--- src/hw/rtl/ts_section_assembler_crc_unit_macros.svh ---
// ----------------------------------------------------------------------------
// TS section assembler - assertion macros
// Shorthand for the concurrent checks of the section assembler, sampled on
// clk and held off while rst_n is low.
// ----------------------------------------------------------------------------
`ifndef TS_SECTION_ASSEMBLER_CRC_UNIT_MACROS_SVH
`define TS_SECTION_ASSEMBLER_CRC_UNIT_MACROS_SVH

// Same-cycle implication.
`define TSSA_ASSERT_NOW(label, ante, cons, msg) \
  label: assert property (@(posedge clk) disable iff (!rst_n) (ante) |-> (cons)) \
    else $error(msg);

// Next-cycle implication.
`define TSSA_ASSERT_NEXT(label, ante, cons, msg) \
  label: assert property (@(posedge clk) disable iff (!rst_n) (ante) |=> (cons)) \
    else $error(msg);

`endif

--- src/hw/rtl/ts_sa_pkg.sv ---
`timescale 1ns / 1ps
// ----------------------------------------------------------------------------
// TS section assembler package
// Shared constants and the structs passed between framer, section unit and top.
// ----------------------------------------------------------------------------
package ts_sa_pkg;

  localparam logic [7:0]  SYNC_BYTE      = 8'h47;
  localparam logic [7:0]  STUFF_BYTE     = 8'hFF;
  localparam logic [31:0] CRC_POLY       = 32'h04C1_1DB7;
  localparam logic [31:0] CRC_INIT       = 32'hFFFF_FFFF;
  localparam logic [12:0] SEC_TOTAL_INIT = 13'd4;

  // register index (paddr[2])
  localparam logic REG_PID_FILTER = 1'b0;

  // framer -> section unit, one item's worth of decode
  typedef struct packed {
    logic pkt_start;  // first header byte after sync
    logic sec_reset;  // pointer byte of a matching start packet
    logic payload;    // payload byte of a matching packet
  } ts_sa_ctl_t;

  typedef struct packed {
    logic hunting;
    logic pos_zero;
  } ts_sa_frm_stat_t;

  typedef struct packed {
    logic in_section;
    logic stuffing;
    logic cnt_below_total;
  } ts_sa_sec_stat_t;

  // last field in the lowest bits
  typedef struct packed {
    logic [47:0] mac_address;
    logic [12:0] es_pid;
    logic [7:0]  stream_type;
    logic [12:0] map_pid;
    logic [15:0] first_program;
    logic [4:0]  version;
    logic [15:0] table_id_extension;
    logic [12:0] section_bytes;
    logic        crc_ok;
  } ts_sa_result_t;

endpackage

--- src/hw/rtl/ts_sa_framer.sv ---
`timescale 1ns / 1ps
// ----------------------------------------------------------------------------
// TS section assembler - packet framer
// Sync hunt, packet position count and header decode (start flag, PID match).
// ----------------------------------------------------------------------------
module ts_sa_framer
  import ts_sa_pkg::*;
#(
  parameter int PACKET_BYTES = 188
) (
  input  logic            clk,
  input  logic            rst_n,
  input  logic            step,
  input  logic [7:0]      byte_i,
  input  logic [12:0]     pid_filter,
  output ts_sa_ctl_t      ctl,
  output ts_sa_frm_stat_t stat
);

  localparam int POS_W = $clog2(PACKET_BYTES);
  localparam logic [POS_W-1:0] LAST_POS = POS_W'(PACKET_BYTES - 1);

  logic             hunting_r, hunting_nxt;
  logic [POS_W-1:0] pos_r, pos_nxt;
  logic [4:0]       pid_high_r, pid_high_nxt;
  logic             start_flag_r, start_flag_nxt;
  logic             pid_match_r, pid_match_nxt;

  always_comb begin
    hunting_nxt    = hunting_r;
    pos_nxt        = pos_r;
    pid_high_nxt   = pid_high_r;
    start_flag_nxt = start_flag_r;
    pid_match_nxt  = pid_match_r;
    ctl            = '0;
    if (step) begin
      if (hunting_r) begin
        if (byte_i == SYNC_BYTE) begin
          hunting_nxt = 1'b0;
          pos_nxt     = POS_W'(1);
        end
      end else begin
        if (pos_r == POS_W'(1)) begin
          pid_high_nxt   = byte_i[4:0];
          start_flag_nxt = byte_i[6];
          ctl.pkt_start  = 1'b1;
        end else if (pos_r == POS_W'(2)) begin
          pid_match_nxt = ({pid_high_r, byte_i} == pid_filter);
        end else if (pos_r == POS_W'(4) && start_flag_r) begin
          ctl.sec_reset = pid_match_r;  // pointer field, assumed zero
        end else if (pos_r >= POS_W'(4) && pid_match_r) begin
          ctl.payload = 1'b1;
        end
        if (pos_r == LAST_POS) begin
          hunting_nxt = 1'b1;
          pos_nxt     = '0;
        end else begin
          pos_nxt = pos_r + POS_W'(1);
        end
      end
    end
  end

  always_ff @(posedge clk) begin
    if (!rst_n) begin
      hunting_r    <= 1'b1;
      pos_r        <= '0;
      pid_high_r   <= '0;
      start_flag_r <= 1'b0;
      pid_match_r  <= 1'b0;
    end else begin
      hunting_r    <= hunting_nxt;
      pos_r        <= pos_nxt;
      pid_high_r   <= pid_high_nxt;
      start_flag_r <= start_flag_nxt;
      pid_match_r  <= pid_match_nxt;
    end
  end

  assign stat.hunting  = hunting_r;
  assign stat.pos_zero = (pos_r == '0);

endmodule

--- src/hw/rtl/ts_sa_section.sv ---
`timescale 1ns / 1ps
// ----------------------------------------------------------------------------
// TS section assembler - section unit
// Section open/close, length tracking, byte-wide CRC-32 and header capture.
// ----------------------------------------------------------------------------
module ts_sa_section
  import ts_sa_pkg::*;
#(
  parameter int CAPTURE_BYTES = 15
) (
  input  logic            clk,
  input  logic            rst_n,
  input  ts_sa_ctl_t      ctl,
  input  logic [7:0]      byte_i,
  output logic            res_valid,
  output ts_sa_result_t   res,
  output ts_sa_sec_stat_t stat
);

  localparam int IDX_W = $clog2(CAPTURE_BYTES);

  // MSB-first CRC-32, one byte
  function automatic logic [31:0] crc_byte(input logic [31:0] crc_in, input logic [7:0] b);
    logic [31:0] c;
    logic        fb;
    c = crc_in;
    for (int i = 7; i >= 0; i--) begin
      fb = b[i] ^ c[31];
      c  = {c[30:0], 1'b0} ^ (fb ? CRC_POLY : 32'h0);
    end
    return c;
  endfunction

  logic        in_section_r, in_section_nxt;
  logic        stuffing_r, stuffing_nxt;
  logic [12:0] count_r, count_nxt;
  logic [12:0] total_r, total_nxt;
  logic [31:0] crc_r, crc_nxt;
  logic [7:0]  cap_r   [CAPTURE_BYTES];
  logic [7:0]  cap_nxt [CAPTURE_BYTES];

  logic        open_sec;
  logic        take;
  logic [12:0] count_b;
  logic [12:0] total_b;
  logic [31:0] crc_b;

  always_comb begin
    in_section_nxt = in_section_r;
    stuffing_nxt   = stuffing_r;
    count_nxt      = count_r;
    total_nxt      = total_r;
    crc_nxt        = crc_r;
    cap_nxt        = cap_r;
    res_valid      = 1'b0;
    open_sec       = 1'b0;

    if (ctl.pkt_start) begin
      stuffing_nxt = 1'b0;
    end
    if (ctl.sec_reset) begin
      in_section_nxt = 1'b0;
      stuffing_nxt   = 1'b0;
    end
    if (ctl.payload && !stuffing_r && !in_section_r) begin
      if (byte_i == STUFF_BYTE) begin
        stuffing_nxt = 1'b1;
      end else begin
        open_sec = 1'b1;
      end
    end
    take = ctl.payload && !stuffing_r && (in_section_r || open_sec);

    count_b = open_sec ? 13'd0 : count_r;
    total_b = open_sec ? SEC_TOTAL_INIT : total_r;
    crc_b   = open_sec ? CRC_INIT : crc_r;

    if (take) begin
      in_section_nxt = 1'b1;
      if (open_sec) begin
        for (int i = 0; i < CAPTURE_BYTES; i++) begin
          cap_nxt[i] = '0;
        end
      end
      if (count_b < 13'(CAPTURE_BYTES)) begin
        cap_nxt[count_b[IDX_W-1:0]] = byte_i;
      end
      // section_length lives in the low nibble of byte 1 and byte 2
      if (count_b == 13'd2) begin
        total_nxt = 13'd3 + {5'd0, byte_i} + {1'b0, cap_nxt[1][3:0], 8'h00};
      end else begin
        total_nxt = total_b;
      end
      crc_nxt   = crc_byte(crc_b, byte_i);
      count_nxt = count_b + 13'd1;
      if (count_nxt == total_nxt) begin
        in_section_nxt = 1'b0;
        res_valid      = 1'b1;
      end
    end
  end

  always_comb begin
    res.crc_ok             = (crc_nxt == 32'h0);
    res.section_bytes      = total_nxt;
    res.table_id_extension = {cap_nxt[3], cap_nxt[4]};
    res.version            = cap_nxt[5][5:1];
    res.first_program      = {cap_nxt[8], cap_nxt[9]};
    res.map_pid            = {cap_nxt[10][4:0], cap_nxt[11]};
    res.stream_type        = cap_nxt[12];
    res.es_pid             = {cap_nxt[13][4:0], cap_nxt[14]};
    res.mac_address        = {cap_nxt[11], cap_nxt[10], cap_nxt[9], cap_nxt[8],
                              cap_nxt[4], cap_nxt[3]};
  end

  always_ff @(posedge clk) begin
    if (!rst_n) begin
      in_section_r <= 1'b0;
      stuffing_r   <= 1'b0;
      count_r      <= '0;
      total_r      <= SEC_TOTAL_INIT;
    end else begin
      in_section_r <= in_section_nxt;
      stuffing_r   <= stuffing_nxt;
      count_r      <= count_nxt;
      total_r      <= total_nxt;
    end
  end

  // datapath, only read once a section has been opened
  always_ff @(posedge clk) begin
    crc_r <= crc_nxt;
    cap_r <= cap_nxt;
  end

  assign stat.in_section      = in_section_r;
  assign stat.stuffing        = stuffing_r;
  assign stat.cnt_below_total = (count_r < total_r);

endmodule

--- src/hw/rtl/ts_section_assembler_crc_unit.sv ---
`timescale 1ns / 1ps
// ----------------------------------------------------------------------------
// TS section assembler with CRC-32 check
// Frames a transport stream, assembles PSI/data sections of one PID and
// reports each completed section with its CRC verdict and header fields.
// ----------------------------------------------------------------------------
// Takes one transport-stream byte per cycle on in_* and keeps that rate
// while out_tready is high; a result waiting in the output register holds
// the input off until it is taken. Each byte is one item, registered on
// entry and then decoded by the framer and section unit. The result of
// the byte that closes a section enters the output register as that byte
// is decoded; a full output register holds that byte in the input register
// until freed. The path that sets the clock is the byte-wide CRC-32 update
// feeding the zero-residue compare. The framer hunts for 0x47, counts
// PACKET_BYTES per packet and re-hunts after each packet. Only packets whose
// PID equals pid_filter (APB register 0, byte address 0) feed the section
// unit; payload begins at byte 5 in a start packet (pointer field taken as
// zero) and at byte 4 otherwise, and adaptation fields are not parsed. A
// start packet drops any partial section. After a section ends, a 0xFF byte
// marks the rest of the packet as stuffing; anything else opens a new
// section. One item leaves per completed section. Header fields lying past
// the end of a short section read as zero. Write pid_filter only while the
// block is idle.
// ----------------------------------------------------------------------------
`include "ts_section_assembler_crc_unit_macros.svh"

module ts_section_assembler_crc_unit
  import ts_sa_pkg::*;
#(
  parameter int PACKET_BYTES  = 188,
  parameter int CAPTURE_BYTES = 15
) (
  input  logic         clk,
  input  logic         rst_n,
  // input stream
  input  logic         in_tvalid,
  output logic         in_tready,
  input  logic [7:0]   in_tdata,     // [7:0] stream_byte
  // result stream
  output logic         out_tvalid,
  input  logic         out_tready,
  // [0] crc_ok, [13:1] section_bytes, [29:14] table_id_extension,
  // [34:30] version, [50:35] first_program, [63:51] map_pid,
  // [71:64] stream_type, [84:72] es_pid, [132:85] mac_address, rest zero
  output logic [135:0] out_tdata,
  // configuration
  input  logic         cfg_psel,
  input  logic         cfg_penable,
  input  logic         cfg_pwrite,
  input  logic [2:0]   cfg_paddr,
  input  logic [31:0]  cfg_pwdata,
  output logic [31:0]  cfg_prdata,
  output logic         cfg_pready
);

  // --- configuration -------------------------------------------------------
  logic [12:0] pid_filter_r;
  logic        cfg_wr;

  assign cfg_pready = 1'b1;
  assign cfg_wr     = cfg_psel && cfg_penable && cfg_pwrite && cfg_pready;

  always_ff @(posedge clk) begin
    if (!rst_n) begin
      pid_filter_r <= '0;
    end else if (cfg_wr && cfg_paddr[2] == REG_PID_FILTER) begin
      pid_filter_r <= cfg_pwdata[12:0];
    end
  end

  // only one register; any other address reads as zero
  always_comb begin
    cfg_prdata = '0;
    if (cfg_paddr[2] == REG_PID_FILTER && cfg_paddr[1:0] == 2'b00) begin
      cfg_prdata = {19'd0, pid_filter_r};
    end
  end

  // --- input register ------------------------------------------------------
  logic       in_valid_r;
  logic [7:0] in_byte_r;
  logic       out_valid_r;
  logic       out_free;
  logic       step;

  assign out_free  = !out_valid_r || out_tready;
  assign step      = in_valid_r && out_free;
  assign in_tready = !in_valid_r || out_free;

  always_ff @(posedge clk) begin
    if (!rst_n) begin
      in_valid_r <= 1'b0;
    end else if (in_tvalid && in_tready) begin
      in_valid_r <= 1'b1;
    end else if (step) begin
      in_valid_r <= 1'b0;
    end
  end

  always_ff @(posedge clk) begin
    if (in_tvalid && in_tready) begin
      in_byte_r <= in_tdata;
    end
  end

  // --- framing and section assembly ----------------------------------------
  ts_sa_ctl_t      ctl;
  ts_sa_frm_stat_t frm_stat;
  ts_sa_sec_stat_t sec_stat;
  logic            res_valid;
  ts_sa_result_t   res;

  ts_sa_framer #(
    .PACKET_BYTES (PACKET_BYTES)
  ) u_framer (
    .clk        (clk),
    .rst_n      (rst_n),
    .step       (step),
    .byte_i     (in_byte_r),
    .pid_filter (pid_filter_r),
    .ctl        (ctl),
    .stat       (frm_stat)
  );

  ts_sa_section #(
    .CAPTURE_BYTES (CAPTURE_BYTES)
  ) u_section (
    .clk       (clk),
    .rst_n     (rst_n),
    .ctl       (ctl),
    .byte_i    (in_byte_r),
    .res_valid (res_valid),
    .res       (res),
    .stat      (sec_stat)
  );

  // --- result register -----------------------------------------------------
  ts_sa_result_t out_res_r;

  always_ff @(posedge clk) begin
    if (!rst_n) begin
      out_valid_r <= 1'b0;
    end else if (out_free) begin
      out_valid_r <= res_valid;
    end
  end

  always_ff @(posedge clk) begin
    if (res_valid) begin
      out_res_r <= res;
    end
  end

  assign out_tvalid = out_valid_r;
  assign out_tdata  = {3'b000, out_res_r};

  // --- checks --------------------------------------------------------------
  `TSSA_ASSERT_NOW(a_hunt_pos, frm_stat.hunting, frm_stat.pos_zero, "hunting off position zero")
  `TSSA_ASSERT_NOW(a_sec_stuff, sec_stat.in_section, !sec_stat.stuffing, "stuffing in section")
  `TSSA_ASSERT_NOW(a_sec_count, sec_stat.in_section, sec_stat.cnt_below_total, "count past length")
  `TSSA_ASSERT_NEXT(a_res_close, res_valid, !sec_stat.in_section && out_valid_r, "no close")

endmodule
--- config.mk ---
export PLATFORM = sky130hd
export DESIGN_NAME = ts_section_assembler_crc_unit
export DESIGN_NICKNAME = d
export VERILOG_FILES = /design/src/hw/rtl/ts_sa_pkg.sv /design/src/hw/rtl/ts_sa_framer.sv /design/src/hw/rtl/ts_sa_section.sv /design/src/hw/rtl/ts_section_assembler_crc_unit.sv
export VERILOG_INCLUDE_DIRS = /design/src /design/src/hw/rtl
export SDC_FILE = /design/constraint.sdc
export NUM_CORES = 1
export LEC_CHECK = 0
export BUFFER_PORTS_ARGS = -buffer_cell sky130_fd_sc_hd__buf_2
export CELL_PAD_IN_SITES_DETAIL_PLACEMENT = 1
export CELL_PAD_IN_SITES_GLOBAL_PLACEMENT = 2
export CORE_ASPECT_RATIO = 1.75
export CORE_MARGIN = 2
export CORE_UTILIZATION = 40
export CTS_BUF_LIST = sky130_fd_sc_hd__clkbuf_4
export CTS_CLUSTER_DIAMETER = 80
export DETAILED_ROUTE_END_ITERATION = 10
export PLACE_DENSITY = 0.92
export SYNTH_ARGS = -nofsm -noshare
export SYNTH_HDL_FRONTEND = slang
export SYNTH_SLANG_ARGS = --single-unit
--- constraint.sdc ---
create_clock -name clk -period 16.21 [get_ports clk]
set_input_delay 3.242 -clock clk [delete_from_list [all_inputs] [get_ports clk]]
set_output_delay 3.242 -clock clk [all_outputs]
set_load 0.03 [all_outputs]
==> results of run 1 <==
sequential cells by signal, indices dropped and copies added (netlist names):
| register | count |
|---|---|
| u_section.count_r | 13 |
| u_section.stuffing_r | 1 |
| u_framer.hunting_r | 1 |
| u_section.cap_r | 78 |
| out_tdata | 88 |
| out_tvalid | 1 |
| in_valid_r | 1 |
| u_section.crc_r | 32 |
| in_byte_r | 8 |
| u_framer.pid_high_r | 5 |
| u_framer.start_flag_r | 1 |
| u_framer.pos_r | 8 |
| u_framer.pid_match_r | 1 |
| pid_filter_r | 13 |
| u_section.in_section_r | 1 |
| u_section.total_r | 13 |
stage by stage:
| stage | worst slack (ns) | total power, mW | hold WS [ns] |
|---|---|---|---|
| after floorplan | 7.12 | 0.787 | 0.427 |
| after global placement | 7.55 | 0.812 | 0.449 |
| after detailed placement | 7.46 | 0.814 | 0.462 |
| after CTS | 8.23 | 1.33 | 0.472 |
| after global routing | 7.76 | 1.37 | 0.500 |
| final | 8.18 | 1.31 | 0.478 |
cells by family (layout without fill, tap and decap cells):
| family | after synthesis | count (layout) |
|---|---|---|
| buf+inv | 163 | 328 |
| fa+ha+maj | 10 | 10 |
| compound gates | 245 | 245 |
| mux | 5 | 5 |
| xor+xnor | 167 | 167 |
| simple gates | 329 | 329 |
| other cells | 2 | 24 |
| flops | 265 | 265 |
worst max-delay path, cell delays in order:
cell and delay, ns:
buf_2 0.09, nand2b_1 0.18, and4b_1 0.21, buf_4 0.33
nand3_1 0.22, and2_1 0.25, inv_1 0.09, ha_1 0.47
nor3b_1 0.25, nand4_1 0.32, a21oi_1 0.25, nor2_1 0.07
o31ai_1 0.24, nand3_1 0.16, a2111oi_0 0.50, nand4_1 0.31
clkinv_2 0.39, buf_4 0.73
worst min-delay path by stage:
stage               depth (start not counted)                  end                 from
floorplan                                   1    u_framer.pos_r[7]    u_framer.pos_r[7]
global placement                            1    u_framer.pos_r[7]    u_framer.pos_r[7]
detailed placement                          1   u_section.cap_r[8]   u_section.cap_r[8]
CTS                                         1    u_framer.pos_r[7]    u_framer.pos_r[7]
global route                                1  u_section.cap_r[44]  u_section.cap_r[44]
finish                                      1    u_framer.pos_r[7]    u_framer.pos_r[7]
layout by cell type (no fill, tap or decap), types with 24 or more instances in the layout:
cell      count
buf_2       178
dfxtp_1     165
nand2_1     125
xnor2_1     119
edfxtp_1    100
clkbuf_4     82
a22o_1       76
o21ai_0      55
xor2_1       44
nor2_1       43
and2_1       37
a21boi_0     29
nand3_1      24
where the power goes:
group / switching (mW) / internal, mW / leakage [nW]
Sequential: 0.00109 / 0.688 / 2.04
Clock: 0.273 / 0.240 / 0.457
Combinational: 0.0701 / 0.0395 / 2.43
Total: 0.344 / 0.967 / 4.92
layout make-up:
type	instances	area (µm²)	area share (%)
Inverter	20	76.3	0.552
Sequential cell	265	6310	45.6
Timing Repair Buffer	194	1010	7.31
Tap cell	391	489	3.54
Multi-Input combinational cell	779	5190	37.5
Clock inverter	32	141	1.02
Antenna cell	1	2.50	0.0181
Clock buffer	82	616	4.45
routing by layer:
metal | vias to the layer above | GRT usage, % | wire [µm] | part of all wire [%]
met5 | - | 0 | 0 | 0
met4 | 0 | 9.47 | 1150 | 3.4
met3 | 73 | 3.35 | 1520 | 4.5
met2 | 285 | 39.7 | 18500 | 55
met1 | 4517 | 22.1 | 12700 | 37
li1 | 4382 | - | - | -
==> results.ini, run 1 <==
[global_routing]
grtUsageTotal_pct = 21.0
antenna_found_initial = 1
grt_pass1_vias = 9835
grt_pass1_wl_mm = 53.0
grt.overflow.total = 0
grt_max_degree = 71

[route]
ant_nets = 0
drt_wl_total_mm = 33.9
dr.first_iter.drc_count = 407
drc = 0
vias_per_cell = 5.25
vias = 9257
firstDrtPassIters = 4
wl_per_cell_um = 19.2

[place]
gp_congestion = 0.857
place_area_um2 = 13100
io_buffers = 178
dp_hpwl_mm = 23.0
dp_cells = 1649

[timing]
rsz0062_at_grt = false
finClkSkew_ns = 0.0384
period_share_pct = 49.5
maxSlewHeadroom_pct = 25.8
hold_violations = 0
min_period_ns = 8.03
tightest_slew_ns = 1.10
clock.fmax_ghz = 0.125
setup_tns_ns = 0
setup_viol = 0
report.final.slew_viol_count = 0

[clock_network]
cts_tree = yes
cts.path.max_buffers = 3
root_buffer = clkbuf_4
htreeDepth = 2
clock-sinks = 265
worstSkewPairLatency_ns = 0.75
cts_hold_buf = 0
cts_inserted_buffers = 60
cts_setup_buffers = 0
ctsResizeCount = 0
path_clk_slew_ns = 0.07

[power_and_ir_drop]
power.density_nw_per_um2 = 94.8
peakVddDrop_uv = 49.4
leakagePower_nw = 4.92

[layout]
fin_area_um2 = 13800
fill_cells = 3472
instances_no_fill = 1764
final_nets = 1380
final_core_util_pct = 45.3
drive_gt1_share_pct = 22.4
syn_to_final_growth_pct = 12.2

[yosys]
synthSimpleGateAreaFrac_pct = 13.5
synth-seq-cells = 265
synth_top_area_share_pct = 26.8
synth.distinct_cells = 69
syn_inst = 1186
syn_area_um2 = 12300
yosysMostFrequentCell = dfxtp_1
yosysWarningCount = 0
avgSynthCellArea_um2 = 10.4
synth_compound_area_share_pct = 14.3
synthTopCellsByArea = dfxtp_1 27%, edfxtp_1 24%, xnor2_1 8.5%, a22o_1 5.4%, buf_4 4.3%
synth-main-ff-cell = dfxtp_1
synth_adder_area_share_pct = 1.02
synth.largest_area_cell = dfxtp_1
synth-edff-count = 100
synth.area.mux_share_pct = 0.447
synthArstFlopShare_pct = 0
synth_top_family_by_area = compound AO/OA/AOI/OAI gates
ys_seq_area_share_pct = 51.2
synthXorXnorAreaFrac_pct = 12.2
synth_commonest_cells = 165 x dfxtp_1, 125 x nand2_1, 119 x xnor2_1

[critical_path]
worstSetupStartpoint = out_tready
r2r_start = in_byte_r[4]
critPathRequiredTime_ns = 16.57
critPathKind = in -> reg
crit_arrival_ns = 8.39
r2r-end = out_tdata[83]
rrSetupSlack_ns = 10.00
critPathCaptureType = register
crit_fanout = 68
start_kind = input pin
rr_worst_depth = 17
cp-endpoint = out_tdata[83]

[run]
max-cap-violations = 0

[floorplan]
io_pins = 221
die_y_um = 236
rows = 85
core_area_um2 = 30500
die_w_um = 137
die-area_um2 = 32300
initial_core_util_pct = 40.4

[run_status]
status = finished clean

[hold_path]
hold_path_class = reg -> reg

Note: power is estimated with default switching activity, not from simulation.
==> run 2, diff against run 1 <==
CORE_UTILIZATION = 33   (was 40)
PLACE_DENSITY = 0.82   (was 0.92)
clock period = 7.34 ns   (was 16.21 ns; I/O delays follow)
==> results.ini, run 2 (synthesized netlist as in run 1, its figures left out) <==
[timing]
setup_viol = 0
report.final.slew_viol_count = 0
tightest_slew_ns = 1.17
rsz0062_at_grt = false
min_period_ns = 5.83
maxSlewHeadroom_pct = 21.2
setup_tns_ns = 0
clock.fmax_ghz = 0.172
period_share_pct = 79.4
layout_setup_ws_ns = 1.51
finClkSkew_ns = 0.0469
hold_violations = 0

[clock_network]
cts_inserted_buffers = 60
clock-sinks = 265
cts_tree = yes
path_clk_slew_ns = 0.07
ctsResizeCount = 0
cts_setup_buffers = 0
htreeDepth = 2
worstSkewPairLatency_ns = 0.75
cts.path.max_buffers = 3
cts_hold_buf = 0
root_buffer = clkbuf_4

[global_routing]
grtUsageTotal_pct = 17.9
grt_pass1_vias = 9931
grt.overflow.total = 0
antenna_found_initial = 1
grt_pass1_wl_mm = 54.8
grt_max_degree = 60

[floorplan]
rows = 93
initial_core_util_pct = 33.5
die_y_um = 260
die-area_um2 = 39000
die_w_um = 150
io_pins = 221
core_area_um2 = 36800

[critical_path]
start_kind = register
crit_arrival_ns = 6.23
crit_slowest_cell = a2111oi_0
max_stage_delay_ns = 0.49
r2r_start = in_byte_r[1]
rr_worst_depth = 18
crit_family = simple AND/OR/NAND/NOR gates
critPathCaptureType = register
crit_fanout = 41
path_buf_inv = 5
r2r-end = out_tdata[131]
rrSetupSlack_ns = 1.51
critPathRequiredTime_ns = 7.75
critPathKind = reg -> reg
cp_cell_sequence = buf_4, ha_1, a41oi_2, buf_4, nand3_1, and2_1, inv_1, ha_1, nor3b_1, nand4_1, a21oi_1, nor2_1, o31ai_1, nand3_1, a2111oi_0, nand4_1, clkinv_2, buf_12

[power_and_ir_drop]
switching_share_pct = 25.6
peakVddDrop_uv = 84.7
p_int_mw = 2.20
p_clk_share_pct = 40.3
combinationalPowerShare_pct = 8.1
seq_power_share_pct = 51.5
leakagePower_nw = 4.94
power.density_nw_per_um2 = 211
power.net_switching_mw = 0.755

[route]
wl_per_cell_um = 18.8
drc = 0
vias_per_cell = 4.99
drt_wl_total_mm = 34.6
dr.first_iter.drc_count = 322
vias = 9209
ant_nets = 0
firstDrtPassIters = 4

[layout]
drive_gt1_share_pct = 22.4
final_common_cell = buf_2
final_nets = 1381
largest_reg_flops = 88
final_cell_mix = 178 x buf_2, 165 x dfxtp_1, 125 x nand2_1
syn_to_final_growth_pct = 13.6

[run]
max-cap-violations = 0

[place]
io_buffers = 178
post-place-ws_ns = 1.04
gp_congestion = 0.831
dp_hpwl_mm = 23.7

[run_status]
status = finished clean

[hold_path]
hold_path_depth = 2
worstHoldStart = u_framer.start_flag_r
hold_path_class = reg -> reg
hold_end = u_framer.start_flag_r

==> run 2: worst max-delay path by stage <==
stage,start,endpoint,cells past startpoint
finish,in_byte_r[1],out_tdata[131],18
global route,in_byte_r[1],out_tdata[131],18
CTS,in_byte_r[1],out_tdata[131],18
detailed placement,out_tready,out_tdata[88],17
global placement,out_tready,out_tdata[88],17
floorplan,out_tready,out_tdata[0],19
==> run 2: tightest hold or removal path, delay by kind of cell (launching register included) <==
kind	cells	cell delay, ns
flip-flops	1	0.31
AO/OA/AOI/OAI	1	0.06
AND/OR/NAND/NOR	1	0.05
==> run 2: area by class of cell <==
type / count / area (µm²)
Clock inverter: 27 / 166
Tap cell: 475 / 594
Sequential cell: 265 / 6310
Inverter: 20 / 76.3
Timing Repair Buffer: 195 / 1040
Multi-Input combinational cell: 779 / 5190
Antenna cell: 1 / 2.50
Fill cell: 4214 / 22800
Clock buffer: 82 / 616
==> run 2: power by group through the flow <==
stage,Combinational (mW),Sequential (mW),Clock [mW]
floorplan,0.182,1.56,0
global placement,0.238,1.56,0
detailed placement,0.241,1.56,0
CTS,0.242,1.52,1.24
global route,0.261,1.52,1.31
finish,0.240,1.52,1.19
==> run 2: metrics by stage <==
stage               std cells  utilization [%]  power [mW]  hold WS (ns)  area, µm²
global placement         1734             35.9        1.79         0.456      13200
global route             1844             38.1        3.09         0.499      14000
CTS                      1843             38.1        3.00         0.475      14000
floorplan                1207                -        1.74         0.427      12400
finish                   1844             38.1        2.95         0.470      14000
detailed placement       1734             35.9        1.80         0.463      13200
==> run 2: metal layers <==
| layer | track usage (%) | vias to the layer above | routed length, µm |
|---|---|---|---|
| met5 | 0 | - | 0 |
| met4 | 8.83 | 0 | 1360 |
| met3 | 2.75 | 86 | 1460 |
| met2 | 34.2 | 278 | 18700 |
| met1 | 18.7 | 4467 | 13200 |
| li1 | - | 4378 | - |
==> run 3, diff against run 2 <==
clock period = 5.1 ns   (was 7.34 ns; I/O delays follow)
==> results.ini, run 3 (synthesized netlist as in run 1, its figures left out) <==
[critical_path]
rrSetupSlack_ns = 0.43
crit_fanout = 20
crit_family = simple AND/OR/NAND/NOR gates
r2r-end = out_tdata[112]
critPathCaptureType = register
crit_arrival_ns = 5.11
rr_worst_depth = 18
worstSetupStartpoint = u_framer.pos_r[4]
critPathKind = reg -> reg
critPathRequiredTime_ns = 5.53
path_buf_inv = 5
max_stage_delay_ns = 0.56
start_kind = register
r2r_start = u_framer.pos_r[4]
cp_cell_sequence = or4_1, a211o_1, nand3_4, and2_1, ha_1, nand3_1, nor3_1, xnor2_1, nand4_1, o31ai_1, buf_4, nand3_1, a2111oi_0, buf_4, nand4_1, clkinvlp_4, buf_12, buf_12
crit_slowest_cell = or4_1

[route]
wl_per_cell_um = 18.7
drt_wl_total_mm = 34.9
drc = 0
vias = 9318
vias_per_cell = 4.98
dr.first_iter.drc_count = 342
ant_nets = 0
firstDrtPassIters = 7

[floorplan]
io_pins = 221
rows = 93
initial_core_util_pct = 33.5
die-area_um2 = 39000
core_area_um2 = 36800
die_w_um = 150
die_y_um = 260

[timing]
finClkSkew_ns = 0.0746
setup_viol = 0
hold_violations = 0
period_share_pct = 91.6
min_period_ns = 4.67
report.final.slew_viol_count = 0
hold_slack_ns = 0.458
setup_tns_ns = 0
maxSlewHeadroom_pct = 29.1
tightest_slew_ns = 1.06
rsz0062_at_grt = false
clock.fmax_ghz = 0.214

[clock_network]
root_buffer = clkbuf_4
htreeDepth = 2
cts_setup_buffers = 0
cts_inserted_buffers = 61
cts_tree = yes
cts.path.max_buffers = 3
ctsResizeCount = 0
path_clk_slew_ns = 0.08
worstSkewPairLatency_ns = 0.77
cts_hold_buf = 0
clock-sinks = 265

[power_and_ir_drop]
leakagePower_nw = 5.12
peakVddDrop_uv = 132
power.density_nw_per_um2 = 313
total_power_mw = 4.50

[hold_path]
hold_end = in_byte_r[7]
worstHoldStart = in_tdata[7]
hold_path_class = in -> reg
hold_path_depth = 1

[layout]
fill_cells = 4234
final_nets = 1404
fin_area_um2 = 14400
final_cell_mix = 178 x buf_2, 165 x dfxtp_1, 125 x nand2_1
final_core_util_pct = 39.1
drive_gt1_share_pct = 24.4
largest_reg_flops = 88
syn_to_final_growth_pct = 16.5
final_common_cell = buf_2

[global_routing]
grt_max_degree = 70
antenna_found_initial = 1
grt_pass1_wl_mm = 54.3
grt_pass1_vias = 9826
grtUsageTotal_pct = 17.9
grt.overflow.total = 0

[run]
max-cap-violations = 0

[place]
io_buffers = 178
place_area_um2 = 13400
dp_hpwl_mm = 24.2
gp_congestion = 0.847

[run_status]
status = finished clean

## run 3: cell count changes in the layout (fill, tap and decap cells not counted), moves of 2 or more
cell,change
bufinv_16,+4
buf_4,+21
inv_6,+2
clkinv_2,-2
a32oi_1,-2
## run 3: how the worst max path moves through the flow
stage          cells past startpoint        endpoint
2_1_floorplan                     19    out_tdata[0]
3_3_place_gp                      19  out_tdata[128]
3_5_place_dp                      19  out_tdata[129]
4_1_cts                           18  out_tdata[112]
5_1_grt                           18  out_tdata[112]
6_report                          18  out_tdata[112]
## run 3: stage by stage
step / std cells / setup WS (ns)
2_1_floorplan: 1207 / -0.408
3_3_place_gp: 1756 / 0.195
3_5_place_dp: 1756 / 0.197
4_1_cts: 1870 / 0.412
5_1_grt: 1871 / 0.165
6_report: 1871 / 0.428
## run 3: power by group
part	total (mW)	switching [mW]	leakage, nW	internal, mW
clock network	1.96	0.892	0.523	1.07
registers	2.19	0.00535	2.04	2.19
logic	0.347	0.221	2.56	0.126
total	4.50	1.12	5.12	3.38
## run 3: final cells by class
type                       count  area, µm²  area share [%]
multi-input combinational    779       5250            36.5
inverter                      20       78.8           0.549
tap                          475        594            4.14
clock buffer                  82        616            4.29
timing repair buffer         217       1220            8.50
sequential                   265       6310            43.9
clock inverter                32        295            2.06
antenna                        1       2.50          0.0174
## run 3: per-layer routing
| metal | up-vias | part of all wire [%] | wire [µm] | GRT usage [%] |
|---|---|---|---|---|
| met5 | - | 0 | 0 | 0 |
| li1 | 4420 | - | - | - |
| met3 | 70 | 4.2 | 1470 | 2.75 |
| met2 | 277 | 55 | 19300 | 35.0 |
| met4 | 0 | 3.2 | 1120 | 7.21 |
| met1 | 4551 | 37 | 13100 | 18.5 |
